`src/rtl/core/led_scn_pkg.sv`:
```
package led_scn_pkg;

	// Default number of scanned LED columns
	localparam int NUM_LEDS_DEF = 5;

	// Fixed field widths
	localparam int TIME_W   = 32;
	localparam int SENSOR_W = 10;
	localparam int LEVEL_W  = 8;
	localparam int MASK_W   = 5;
	localparam int CFG_W    = 8;
	localparam int CFG_IDX_W = 2;
	localparam int PERIOD_W = 5;

	// Register indexes of the configuration port
	localparam logic [CFG_IDX_W-1:0] CFG_INTERVAL_MS     = 2'd0;
	localparam logic [CFG_IDX_W-1:0] CFG_FRAMES_PER_STEP = 2'd1;

	// Register reset values
	localparam logic [CFG_W-1:0] INTERVAL_RST = 8'd1;
	localparam logic [CFG_W-1:0] FRAMES_RST   = 8'd15;

	// Colour map breakpoints
	localparam logic [SENSOR_W-1:0] GREEN_KNEE = 10'd100;
	localparam logic [SENSOR_W-1:0] BLUE_START = 10'd150;
	localparam logic [SENSOR_W-1:0] BLUE_END   = 10'd255;
	localparam logic [PERIOD_W-1:0] PERIOD_MAX = 5'd20;

	typedef struct packed {
		logic [TIME_W-1:0]   now_ms;
		logic [SENSOR_W-1:0] sensor;
	} in_item_t;

	typedef struct packed {
		logic [MASK_W-1:0]  column_off_mask;
		logic [LEVEL_W-1:0] green_level;
		logic [LEVEL_W-1:0] blue_level;
	} out_item_t;

	// Green/blue pair of one column
	typedef struct packed {
		logic [LEVEL_W-1:0] green;
		logic [LEVEL_W-1:0] blue;
	} levels_t;

	// Scanner positions, for checking at the top level
	typedef struct packed {
		logic [3:0] driven_column;
		logic [3:0] lit_position;
	} scan_status_t;

endpackage

```
`src/rtl/core/led_scn_sense.sv`:
```
module led_scn_sense
	import led_scn_pkg::*;
(
	input  logic [SENSOR_W-1:0] sensor,
	output logic [PERIOD_W-1:0] period,
	output levels_t             levels
);

	// Frame period: 20 - floor(sensor*17/1023)
	logic [14:0] p_x;
	logic [4:0]  p_q0;
	logic [10:0] p_r;
	logic [4:0]  p_q;

	always_comb begin
		p_x = {1'b0, sensor, 4'b0000} + {5'b00000, sensor};
		p_q0 = p_x[14:10];
		// x - q0*1023 = low bits plus q0, always below twice the divisor
		p_r = {1'b0, p_x[9:0]} + {6'b000000, p_q0};
		p_q = p_q0 + {4'b0000, (p_r >= 11'd1023)};
		period = PERIOD_MAX - p_q;
	end

	// Green: floor(sensor*255/100), saturating above the knee
	logic [6:0]  g_s;
	logic [14:0] g_x;
	logic [24:0] g_prod;
	logic [7:0]  g_q0;
	logic [14:0] g_r;
	logic [LEVEL_W-1:0] green_lv;

	always_comb begin
		g_s = sensor[6:0];
		g_x = {g_s, 8'h00} - {8'h00, g_s};
		// reciprocal of 100, low by at most one
		g_prod = 25'(g_x) * 25'd655;
		g_q0 = g_prod[23:16];
		g_r = g_x - 15'(g_q0 * 15'd100);
		if (sensor > GREEN_KNEE) begin
			green_lv = 8'hFF;
		end else begin
			green_lv = g_q0 + {7'b0, (g_r >= 15'd100)};
		end
	end

	// Blue: 255 below the start, linear drop to zero at the end
	logic [6:0]  b_d;
	logic [14:0] b_x;
	logic [24:0] b_prod;
	logic [7:0]  b_q0;
	logic [14:0] b_r;
	logic [7:0]  b_q;
	logic [LEVEL_W-1:0] blue_lv;

	always_comb begin
		b_d = 7'(sensor - BLUE_START);
		b_x = {b_d, 8'h00} - {8'h00, b_d};
		// reciprocal of 105, low by at most one
		b_prod = 25'(b_x) * 25'd624;
		b_q0 = b_prod[23:16];
		b_r = b_x - 15'(b_q0 * 15'd105);
		b_q = b_q0 + {7'b0, (b_r >= 15'd105)};
		if (sensor < BLUE_START) begin
			blue_lv = 8'hFF;
		end else if (sensor >= BLUE_END) begin
			blue_lv = 8'h00;
		end else begin
			blue_lv = 8'hFF - b_q;
		end
	end

	assign levels = {green_lv, blue_lv};

endmodule

```
`src/rtl/core/led_scn_core.sv`:
```
module led_scn_core
	import led_scn_pkg::*;
#(
	parameter int NUM_LEDS = NUM_LEDS_DEF
)
(
	input  logic                clk,
	input  logic                arst_n,
	input  logic                step_en,
	input  in_item_t            item,
	input  logic [PERIOD_W-1:0] period,
	input  levels_t             lit_levels,
	input  logic [CFG_W-1:0]    interval_ms,
	input  logic [CFG_W-1:0]    frames_per_step,
	output out_item_t           result,
	output scan_status_t        status
);

	localparam int POS_W = (NUM_LEDS > 1) ? $clog2(NUM_LEDS) : 1;
	localparam logic [POS_W-1:0] LAST_POS = POS_W'(NUM_LEDS - 1);
	localparam logic [POS_W-1:0] TURN_POS = POS_W'(NUM_LEDS - 2);

	logic [POS_W-1:0]  lit_pos_q;
	logic              moving_up_q;
	logic [CFG_W-1:0]  frame_cnt_q;
	logic [POS_W-1:0]  driven_q;
	logic              pending_q;
	logic [TIME_W-1:0] last_col_q;
	logic [TIME_W-1:0] last_frame_q;
	levels_t           lit_color_q;
	levels_t           held_levels_q;
	logic [MASK_W-1:0] held_mask_q;

	logic [TIME_W-1:0] frame_elapsed;
	logic [TIME_W-1:0] col_elapsed;
	logic              frame_hit;
	logic              step_hit;
	logic              col_hit;
	logic [CFG_W-1:0]  cnt_inc;
	logic [CFG_W-1:0]  frame_cnt_n;
	logic [POS_W-1:0]  lit_pos_n;
	logic              moving_up_n;
	levels_t           lit_color_n;
	levels_t           held_levels_n;
	logic [MASK_W-1:0] held_mask_n;
	logic [POS_W-1:0]  driven_n;

	// Frame timing and bounce of the lit position
	always_comb begin
		frame_elapsed = item.now_ms - last_frame_q;
		frame_hit = frame_elapsed > {27'b0, period};
		cnt_inc = frame_cnt_q + 8'd1;
		step_hit = frame_hit && (cnt_inc >= frames_per_step);
		frame_cnt_n = frame_cnt_q;
		lit_pos_n = lit_pos_q;
		moving_up_n = moving_up_q;
		lit_color_n = lit_color_q;
		if (frame_hit) begin
			frame_cnt_n = cnt_inc;
		end
		if (step_hit) begin
			frame_cnt_n = '0;
			lit_color_n = lit_levels;
			if (moving_up_q) begin
				if (lit_pos_q == LAST_POS) begin
					lit_pos_n = TURN_POS;
					moving_up_n = 1'b0;
				end else begin
					lit_pos_n = lit_pos_q + POS_W'(1);
				end
			end else begin
				if (lit_pos_q == '0) begin
					lit_pos_n = POS_W'(1);
					moving_up_n = 1'b1;
				end else begin
					lit_pos_n = lit_pos_q - POS_W'(1);
				end
			end
		end
	end

	// Column drive: latch the pending column, then check its interval
	always_comb begin
		col_elapsed = item.now_ms - last_col_q;
		col_hit = col_elapsed > {24'b0, interval_ms};
		held_levels_n = held_levels_q;
		held_mask_n = held_mask_q;
		driven_n = driven_q;
		if (pending_q) begin
			held_levels_n = (driven_q == lit_pos_n) ? lit_color_n : '0;
			for (int j = 0; j < MASK_W; j++) begin
				held_mask_n[j] = (int'(driven_q) != j);
			end
		end
		if (col_hit) begin
			driven_n = (driven_q == LAST_POS) ? '0 : driven_q + POS_W'(1);
			held_mask_n = '1;
		end
	end

	always_ff @(posedge clk or negedge arst_n) begin
		if (!arst_n) begin
			lit_pos_q <= '0;
			moving_up_q <= 1'b1;
			frame_cnt_q <= '0;
			driven_q <= '0;
			pending_q <= 1'b1;
			last_col_q <= '0;
			last_frame_q <= '0;
			lit_color_q <= '0;
			held_levels_q <= '0;
			held_mask_q <= '1;
		end else if (step_en) begin
			lit_pos_q <= lit_pos_n;
			moving_up_q <= moving_up_n;
			frame_cnt_q <= frame_cnt_n;
			driven_q <= driven_n;
			lit_color_q <= lit_color_n;
			held_levels_q <= held_levels_n;
			held_mask_q <= held_mask_n;
			pending_q <= col_hit;
			if (frame_hit) begin
				last_frame_q <= item.now_ms;
			end
			if (col_hit) begin
				last_col_q <= item.now_ms;
			end
		end
	end

	assign result.column_off_mask = held_mask_n;
	assign result.green_level = held_levels_n.green;
	assign result.blue_level = held_levels_n.blue;
	assign status.driven_column = 4'(driven_q);
	assign status.lit_position = 4'(lit_pos_q);

endmodule

```
`src/rtl/core/led_scanner_mux_driver_unit.sv`:
```
// Larson scanner with time-multiplexed LED column drive.
// An accepted item passes through the input register, then the result register;
// the scanner state updates as the result register loads. Throughput: one item per
// cycle unless out_stall holds a result, set by the single-pass update in between.
// Reset (arst_n low, asynchronous): registers to 1 and 15, scanner at position 0,
// moving up, all columns off, no item held.
module led_scanner_mux_driver_unit
	import led_scn_pkg::*;
#(
	parameter int NUM_LEDS = NUM_LEDS_DEF
)
(
	input  logic                 clk,
	input  logic                 arst_n,
	input  logic                 in_valid,
	output logic                 in_stall,
	input  in_item_t             in_item,
	output logic                 out_valid,
	input  logic                 out_stall,
	output out_item_t            out_item,
	input  logic                 cfg_valid,
	output logic                 cfg_ready,
	input  logic [CFG_IDX_W-1:0] cfg_index,
	input  logic [CFG_W-1:0]     cfg_data
);

	logic [CFG_W-1:0]    interval_q;
	logic [CFG_W-1:0]    frames_q;
	logic                valid_s1;
	in_item_t            item_s1;
	logic                move;
	logic [PERIOD_W-1:0] period;
	levels_t             lit_levels;
	out_item_t           result;
	scan_status_t        status;

	// Configuration registers
	assign cfg_ready = 1'b1;

	always_ff @(posedge clk or negedge arst_n) begin
		if (!arst_n) begin
			interval_q <= INTERVAL_RST;
			frames_q <= FRAMES_RST;
		end else if (cfg_valid && cfg_ready) begin
			case (cfg_index)
				CFG_INTERVAL_MS:     interval_q <= cfg_data;
				CFG_FRAMES_PER_STEP: frames_q <= cfg_data;
				default: ;
			endcase
		end
	end

	// Handshake: the item in s1 moves on whenever the result slot frees up
	assign move = valid_s1 && (!out_valid || !out_stall);
	assign in_stall = valid_s1 && !move;

	always_ff @(posedge clk or negedge arst_n) begin
		if (!arst_n) begin
			valid_s1 <= 1'b0;
			out_valid <= 1'b0;
		end else begin
			if (!in_stall) begin
				valid_s1 <= in_valid;
			end
			if (move) begin
				out_valid <= 1'b1;
			end else if (!out_stall) begin
				out_valid <= 1'b0;
			end
		end
	end

	always_ff @(posedge clk) begin
		if (in_valid && !in_stall) begin
			item_s1 <= in_item;
		end
		if (move) begin
			out_item <= result;
		end
	end

	led_scn_sense u_sense (
		.sensor (item_s1.sensor),
		.period (period),
		.levels (lit_levels)
	);

	led_scn_core #(
		.NUM_LEDS (NUM_LEDS)
	) u_core (
		.clk             (clk),
		.arst_n          (arst_n),
		.step_en         (move),
		.item            (item_s1),
		.period          (period),
		.lit_levels      (lit_levels),
		.interval_ms     (interval_q),
		.frames_per_step (frames_q),
		.result          (result),
		.status          (status)
	);

	// Checks
	a_one_column_on: assert property (@(posedge clk) disable iff (!arst_n)
		out_valid |-> ($countones(~out_item.column_off_mask) <= 1))
		else $error("more than one column driven");

	a_stall_has_item: assert property (@(posedge clk) disable iff (!arst_n)
		in_stall |-> (valid_s1 && out_valid && out_stall))
		else $error("input stalled without a held item");

	a_driven_range: assert property (@(posedge clk) disable iff (!arst_n)
		int'(status.driven_column) < NUM_LEDS)
		else $error("driven column out of range");

	a_lit_range: assert property (@(posedge clk) disable iff (!arst_n)
		int'(status.lit_position) < NUM_LEDS)
		else $error("lit position out of range");

	a_result_follows: assert property (@(posedge clk) disable iff (!arst_n)
		move |=> out_valid)
		else $error("moved item did not reach the result register");

endmodule
```
`config.mk`:
```
export PLATFORM = sky130hd
export DESIGN_NAME = led_scanner_mux_driver_unit
export DESIGN_NICKNAME = d
export VERILOG_FILES = /design/src/rtl/core/led_scn_pkg.sv /design/src/rtl/core/led_scn_sense.sv /design/src/rtl/core/led_scn_core.sv /design/src/rtl/core/led_scanner_mux_driver_unit.sv
export SDC_FILE = /design/constraint.sdc
export NUM_CORES = 1
export LEC_CHECK = 0
export BUFFER_PORTS_ARGS = -buffer_cell sky130_fd_sc_hd__buf_4
export CAP_MARGIN = 15
export CORE_MARGIN = 3
export CORE_UTILIZATION = 65
export CTS_CLUSTER_SIZE = 10
export DETAILED_ROUTE_END_ITERATION = 10
export PLACE_DENSITY = 0.83
export SLEW_MARGIN = 0
export SYNTH_ARGS = -nofsm -noshare
export SYNTH_HDL_FRONTEND = slang
export SYNTH_SLANG_ARGS = --single-unit
export TNS_END_PERCENT = 5
```
`constraint.sdc`:
```
create_clock -name clk -period 14.3 [get_ports clk]
set_clock_uncertainty 0.15 [all_clocks]
set_input_delay 1.43 -clock clk [delete_from_list [all_inputs] [get_ports clk]]
set_output_delay 1.43 -clock clk [all_outputs]
set_load 0.02 [all_outputs]
```
==> flow_metrics.py, run 1 <==
metrics = {
    "timing": {
        "maxSlewHeadroom_pct": 24.9,
        "finalHoldViolations": 0,
        "post-route-period-util_pct": 88.0,
        "setup_viol": 0,
        "max_clock_freq_ghz": 0.0794,
        "fin_hold_ws_ns": 0.333,
        "slew_violations": 0,
        "fin_setup_tns_ns": 0,
        "period_needed_ns": 12.59,
        "rsz0062_at_grt": "false",
        "worst_pin_slew_ns": 1.13,
    },
    "clocking": {
        "cts.clk_slew.worst_paths_ns": 0.10,
        "htreeDepth": 4,
        "clkSinkCount": 198,
        "clockBufferDepth": 2,
        "ctsResizeCount": 0,
        "clock_latency_ns": 0.46,
        "ctsHoldBuffers": 0,
        "post_cts_buffers": 0,
        "cts_tree": "done",
        "cts-buffers-inserted": 17,
        "ctsRootBufferMaster": "clkbuf_16",
    },
    "critical_path": {
        "timing.rr.end": "out_item[14]$_DFFE_PP_",
        "timing_worst_setup_path_type": "reg -> reg",
        "endpoint": "out_item[14]$_DFFE_PP_",
        "cp-end-kind": "register",
        "crit_family": "adder cells",
        "max_stage_delay_ns": 0.84,
        "crit_buf_inv": 9,
        "slowest_stage": "edfxtp_1",
        "regToRegStartpoint": "item_s1[0]$_DFFE_PP_",
        "cp_num_cells": 48,
        "worstPathRequired_ns": 14.32,
        "rr_worst_depth": 48,
        "cp_max_fo": 18,
        "crit_start": "item_s1[0]$_DFFE_PP_",
        "reg2reg_slack_ns": 1.71,
        "arrival_ns": 12.62,
        "cp-start-kind": "register",
        "cpMostUsedCell": "ha_1",
    },
    "floorplanning": {
        "dieHeight_um": 186,
        "ios": 81,
        "row_count": 65,
        "die_width_um": 186,
        "die_area_um2": 34400,
        "core_um2": 31600,
        "start_util_pct": 66.2,
    },
    "drt": {
        "vias": 16900,
        "highest_layer": "met4",
        "drt-met1-wl_um": 22700,
        "drt_wl_total_um": 51100,
        "drtIter0Drc": 1094,
        "drt_first_pass_iters": 5,
        "viasPerCell": 6.12,
        "met3_length_um": 2420,
        "ant_nets": 0,
        "wl_per_cell_um": 18.5,
        "drcViolationCount": 0,
        "route.met2.wl_um": 24900,
    },
    "synthesis": {
        "synth.yosys.seq_area_share_pct": 25.2,
        "synth_mux_area_share_pct": 4.80,
        "synth_edf_count": 63,
        "synth.distinct_cells": 88,
        "synth-seq-cells": 198,
        "synth_xor_area_share_pct": 6.00,
        "syn_avg_cell_area_um2": 9.09,
        "synth_compound_area_share_pct": 16.2,
        "yosys.area_share.simple_pct": 12.4,
        "syn_inst": 2304,
        "synthArstFlopShare_pct": 68.2,
        "synth_ff_type": "dfrtp_1",
        "netlist_area_um2": 20900,
        "synth_top_family_by_area": "adder cells",
        "synth_nets": 2768,
        "synthAdderAreaFrac_pct": 27.6,
        "ys_warn_count": 0,
    },
    "global_route": {
        "antenna_found_initial": 0,
        "overflow": 0,
        "grt_first_pass_wirelength_um": 84600,
        "grt_usage_pct": 30.2,
        "grt_pass1_vias": 17300,
        "grt_max_degree": 80,
    },
    "final_layout": {
        "final_common_cell": "inv_1",
        "fin_nets": 2820,
        "fin_util_pct": 71.1,
        "final_cell_mix": "inv_1 (348), ha_1 (320), nand2_1 (188)",
        "layoutNonFillerInstCount": 2771,
        "n_antenna_cell": 0,
        "syn_to_final_growth_pct": 7.42,
        "layout-drive-gt1-share_pct": 9.03,
        "fill_cells": 2396,
    },
    "min_path": {
        "timing.hold.worst.class": "reg -> reg",
        "holdPathStages": 2,
    },
    "status": {
        "outcome": "completed",
    },
    "run": {
        "max_cap_violations": 0,
    },
    "placement": {
        "dp_hpwl_um": 40300,
        "gp_congestion": 0.949,
        "io_buffers": 79,
        "dp_cells": 2738,
    },
}
[cells in the mapped netlist (25+ instances only)]
master	n	area [um^2]
inv_1	349	1310
ha_1	320	4000
nand2_1	188	706
a21oi_1	137	686
dfrtp_1	123	3080
o21ai_0	101	505
xnor2_1	91	797
nor2_1	89	334
fa_1	87	1740
edfxtp_1	63	1890
xor2_1	50	438
a21o_1	47	353
mux2_2	46	518
o22ai_1	45	282
clkbuf_1	44	165
nand3_1	40	200
o31ai_1	40	300
mux2i_1	33	330
nor3_1	33	165
nor2b_1	27	169
nand4_1	25	156
[tightest hold or removal path, cell delays in order, from the launching register on]
cell and delay [ns]:
dfrtp_1 0.34, nand2_1 0.05, o31ai_1 0.06
[flip-flops by register name (all words and copies together) (netlist names), 5 cells and up, named ones only]
signal	count
frames_q	8
interval_q	8
item_s1	42
out_item	21
u_core.frame_cnt_q	8
u_core.held_levels_q	16
u_core.held_mask_q	5
u_core.last_col_q	32
u_core.last_frame_q	32
u_core.lit_color_q	16
[metal layers]
layer  track usage, %  vias up
li1                 -     8164
met1             40.7     8218
met4             7.95        0
met2             52.6      480
met3             2.79       87
met5                0        -
[final cells by class]
class / instances / area (um^2) / area share (%)
multi-input combinational: 1696 / 14100 / 62.5
sequential: 198 / 5290 / 23.5
inverter: 350 / 1310 / 5.84
timing repair buffer: 93 / 709 / 3.15
tap: 402 / 503 / 2.24
clock buffer: 17 / 425 / 1.89
clock inverter: 15 / 193 / 0.856
[through the flow]
stage          setup WS, ns  area (um^2)
5_1_grt               0.814        22500
3_5_place_dp           1.69        21900
2_1_floorplan          2.67        20900
3_3_place_gp           2.04        21900
4_1_cts                1.65        22500
6_report               1.71        22500
[cells by family after synthesis]
| group | after synthesis |
|---|---|
| AOI/OAI and AO/OA | 526 |
| DFF | 198 |
| and+or+nand+nor | 523 |
| xor gates and xnor gates | 142 |
| muxes | 93 |
| adders and majority gates | 411 |
| buffers and inverters | 410 |
| other | 1 |
[how the worst min path moves through the flow]
| stage | end | start |
|---|---|---|
| after floorplan | u_core.held_levels_q[0]$_DFFE_PN0P_ | u_core.held_levels_q[0]$_DFFE_PN0P_ |
| after global placement | u_core.held_levels_q[4]$_DFFE_PN0P_ | u_core.held_levels_q[4]$_DFFE_PN0P_ |
| after detailed placement | u_core.held_levels_q[8]$_DFFE_PN0P_ | u_core.held_levels_q[8]$_DFFE_PN0P_ |
| after CTS | u_core.held_levels_q[0]$_DFFE_PN0P_ | u_core.held_levels_q[0]$_DFFE_PN0P_ |
| after global routing | u_core.last_frame_q[23]$_DFFE_PN0P_ | u_core.last_frame_q[23]$_DFFE_PN0P_ |
| final | u_core.held_levels_q[0]$_DFFE_PN0P_ | u_core.held_levels_q[0]$_DFFE_PN0P_ |
Power of run 1 is left out: the tool's default activity adds up to more than one toggle a clock period on the data nets, which glitch-free logic cannot reach.
==> run 2, diff against run 1 <==
--- a/config.mk
+++ b/config.mk
@@ -5,13 +5,14 @@
 export SDC_FILE = /design/constraint.sdc
 export NUM_CORES = 1
 export LEC_CHECK = 0
+export ABC_AREA = 1
 export BUFFER_PORTS_ARGS = -buffer_cell sky130_fd_sc_hd__buf_4
 export CAP_MARGIN = 15
 export CORE_MARGIN = 3
 export CORE_UTILIZATION = 65
 export CTS_CLUSTER_SIZE = 10
 export DETAILED_ROUTE_END_ITERATION = 10
-export PLACE_DENSITY = 0.83
+export PLACE_DENSITY = 0.85
 export SLEW_MARGIN = 0
 export SYNTH_ARGS = -nofsm -noshare
 export SYNTH_HDL_FRONTEND = slang
==> run 2 against run 1 <==
Net effect:
- global-route usage increased by 2.0 points
- design area increased by 5.3%
- fmax grew 3.0%
- via count is 16% higher
- routed wire length rose by 12%
- synthesized cell count is 30% higher
- synthesized area grew 5.8%
- highest routed layer is now met5
==> flow_metrics.py, run 2 <==
metrics = {
    "drt": {
        "vias": 19700,
        "drt_first_pass_iters": 6,
        "drt_wl_total_um": 57100,
        "ant_nets": 0,
        "viasPerCell": 5.60,
        "wl_per_cell_um": 16.2,
        "drcViolationCount": 0,
        "drtIter0Drc": 1576,
    },
    "timing": {
        "finalHoldViolations": 0,
        "setup_viol": 0,
        "fin_setup_tns_ns": 0,
        "post-route-period-util_pct": 85.5,
        "fin_hold_ws_ns": 0.327,
        "period_needed_ns": 12.22,
        "max_clock_freq_ghz": 0.0818,
        "rsz0062_at_grt": "false",
        "worst_pin_slew_ns": 1.13,
        "slew_violations": 0,
        "maxSlewHeadroom_pct": 24.4,
    },
    "critical_path": {
        "arrival_ns": 12.47,
        "max_stage_delay_ns": 0.80,
        "cp-end-kind": "register",
        "worstPathRequired_ns": 14.55,
        "cp_max_fo": 14,
        "crit_start": "item_s1[1]$_DFFE_PP_",
        "regToRegStartpoint": "item_s1[1]$_DFFE_PP_",
        "cp-start-kind": "register",
        "timing_worst_setup_path_type": "reg -> reg",
        "cpMostUsedCell": "nand2_1",
        "slowest_stage": "xor2_1",
    },
    "final_layout": {
        "largest_reg_flops": 42,
        "fin_util_pct": 71.7,
        "final_common_cell": "nand2_1",
        "n_antenna_cell": 0,
        "regMostFlops": "item_s1",
        "syn_to_final_growth_pct": 6.90,
        "fin_nets": 3530,
        "final_cell_mix": "nand2_1 (778), inv_1 (550), ha_1 (320)",
        "layout-drive-gt1-share_pct": 7.18,
        "largestRegisters": "item_s1 (42), u_core.last_col_q (32), u_core.last_frame_q (32)",
    },
    "clocking": {
        "clockBufferDepth": 2,
        "cts_tree": "done",
        "post_cts_buffers": 0,
        "ctsResizeCount": 0,
        "ctsHoldBuffers": 0,
        "cts.clk_slew.worst_paths_ns": 0.09,
        "clock_latency_ns": 0.47,
        "ctsRootBufferMaster": "clkbuf_16",
        "cts-buffers-inserted": 17,
        "htreeDepth": 4,
        "clkSinkCount": 198,
    },
    "floorplanning": {
        "dieHeight_um": 191,
        "start_util_pct": 67.1,
        "row_count": 66,
        "die_width_um": 191,
        "die_area_um2": 36300,
        "ios": 81,
        "core_um2": 33000,
    },
    "synthesis": {
        "synth.most_common_cell": "nand2_1",
        "ys_warn_count": 0,
        "synth_edf_count": 63,
        "synth-seq-cells": 198,
        "synth.yosys.seq_area_share_pct": 23.9,
        "synth.top_cell.area_share_pct": 18.1,
        "syn_avg_cell_area_um2": 7.37,
        "synth_ff_type": "dfrtp_1",
        "synthTopCellsByArea": "ha_1 (18%), dfrtp_1 (14%), nand2_1 (13%), inv_1 (9.3%), edfxtp_1 (8.5%)",
        "syn_inst": 3006,
        "yosys.area.top_type": "ha_1",
        "netlist_area_um2": 22200,
        "synthTopCellsByCount": "nand2_1 (778), inv_1 (551), ha_1 (320)",
        "synthArstFlopShare_pct": 68.2,
        "synth_nets": 3470,
        "synth.distinct_cells": 67,
    },
    "min_path": {
        "hold_path.startpoint": "u_core.last_col_q[23]$_DFFE_PN0P_",
        "timing.hold.worst.class": "reg -> reg",
    },
    "placement": {
        "gp_congestion": 0.966,
        "dp_hpwl_um": 45900,
        "io_buffers": 79,
    },
    "global_route": {
        "grt_max_degree": 90,
        "grt_pass1_vias": 19100,
        "grt_first_pass_wirelength_um": 94200,
        "overflow": 0,
        "antenna_found_initial": 1,
        "grt_usage_pct": 32.2,
    },
    "run": {
        "max_cap_violations": 0,
    },
    "status": {
        "outcome": "completed",
    },
}
-- run 2: cell types whose count changed after synthesis, sizes merged, moves of 47 or more --
cell,change
nand3,+134
nand2,+617
inv,+217
nor2,+118
xnor2,-57
mux2,-60
o21ai,+47
-- run 2: area by class of cell --
class | instances | area, um^2
multi-input cells | 2197 | 14500
well taps | 442 | 553
repair buffers | 85 | 642
fillers | 2685 | 9340
clock buffers | 17 | 425
inverters | 567 | 2140
flip-flops and latches | 198 | 5290
clock inverters | 15 | 171
-- run 2: per-stage QoR --
| step | cell area (um^2) | std cells | setup slack (ns) |
|---|---|---|---|
| final | 23700 | 3521 | 2.08 |
| after global routing | 23700 | 3521 | 1.06 |
| after CTS | 23700 | 3521 | 2.15 |
| after detailed placement | 23100 | 3489 | 2.28 |
| after global placement | 23100 | 3489 | 2.78 |
| after floorplan | 22200 | 3006 | 3.81 |
-- run 2: critical path: cells and delay by family (launching register included) --
family / cells / cell delay, ns
flip-flops: 1 / 0.64
AO/OA/AOI/OAI: 7 / 1.23
AND/OR/NAND/NOR: 28 / 2.79
XOR/XNOR: 3 / 1.33
buffers and inverters: 8 / 0.85
adder cells (fa/ha/maj): 14 / 5.16
-- run 2: per-layer routing --
metal,vias up,track usage [%],wire length (um)
li1,9734,-,-
met1,9155,46.2,26300
met2,750,49.9,24800
met3,92,5.96,4640
met4,2,9.43,1340
met5,-,0,13
-- run 2: final timing paths --
kind                                                        endpoint  slack (ns)  cells past startpoint
min in group asynchronous                       valid_s1$_DFFE_PN0N_        0.80                      1
max in group asynchronous        u_core.last_frame_q[16]$_DFFE_PN0P_       11.78                      2
worst max-delay path            u_core.held_levels_q[14]$_DFFE_PN0P_        2.08                     60
worst min-delay path               u_core.last_col_q[23]$_DFFE_PN0P_        0.33                      2
worst min register to register     u_core.last_col_q[23]$_DFFE_PN0P_        0.33                      2
worst max register to register  u_core.held_levels_q[14]$_DFFE_PN0P_        2.08                     60
-- run 2: kinds of logic (layout without fill, tap and decap cells) --
kind of cell	count (synthesis)	after routing	synth area share, %
AO/OA/AOI/OAI	388	388	9.85
XOR/XNOR	102	102	4.13
adder cells (fa/ha/maj)	407	407	25.9
buffers and inverters	611	684	10.9
flip-flops	198	198	23.9
other	1	1	0.0169
AND/OR/NAND/NOR	1299	1299	25.4
Power of run 2 is left out for the same reason.
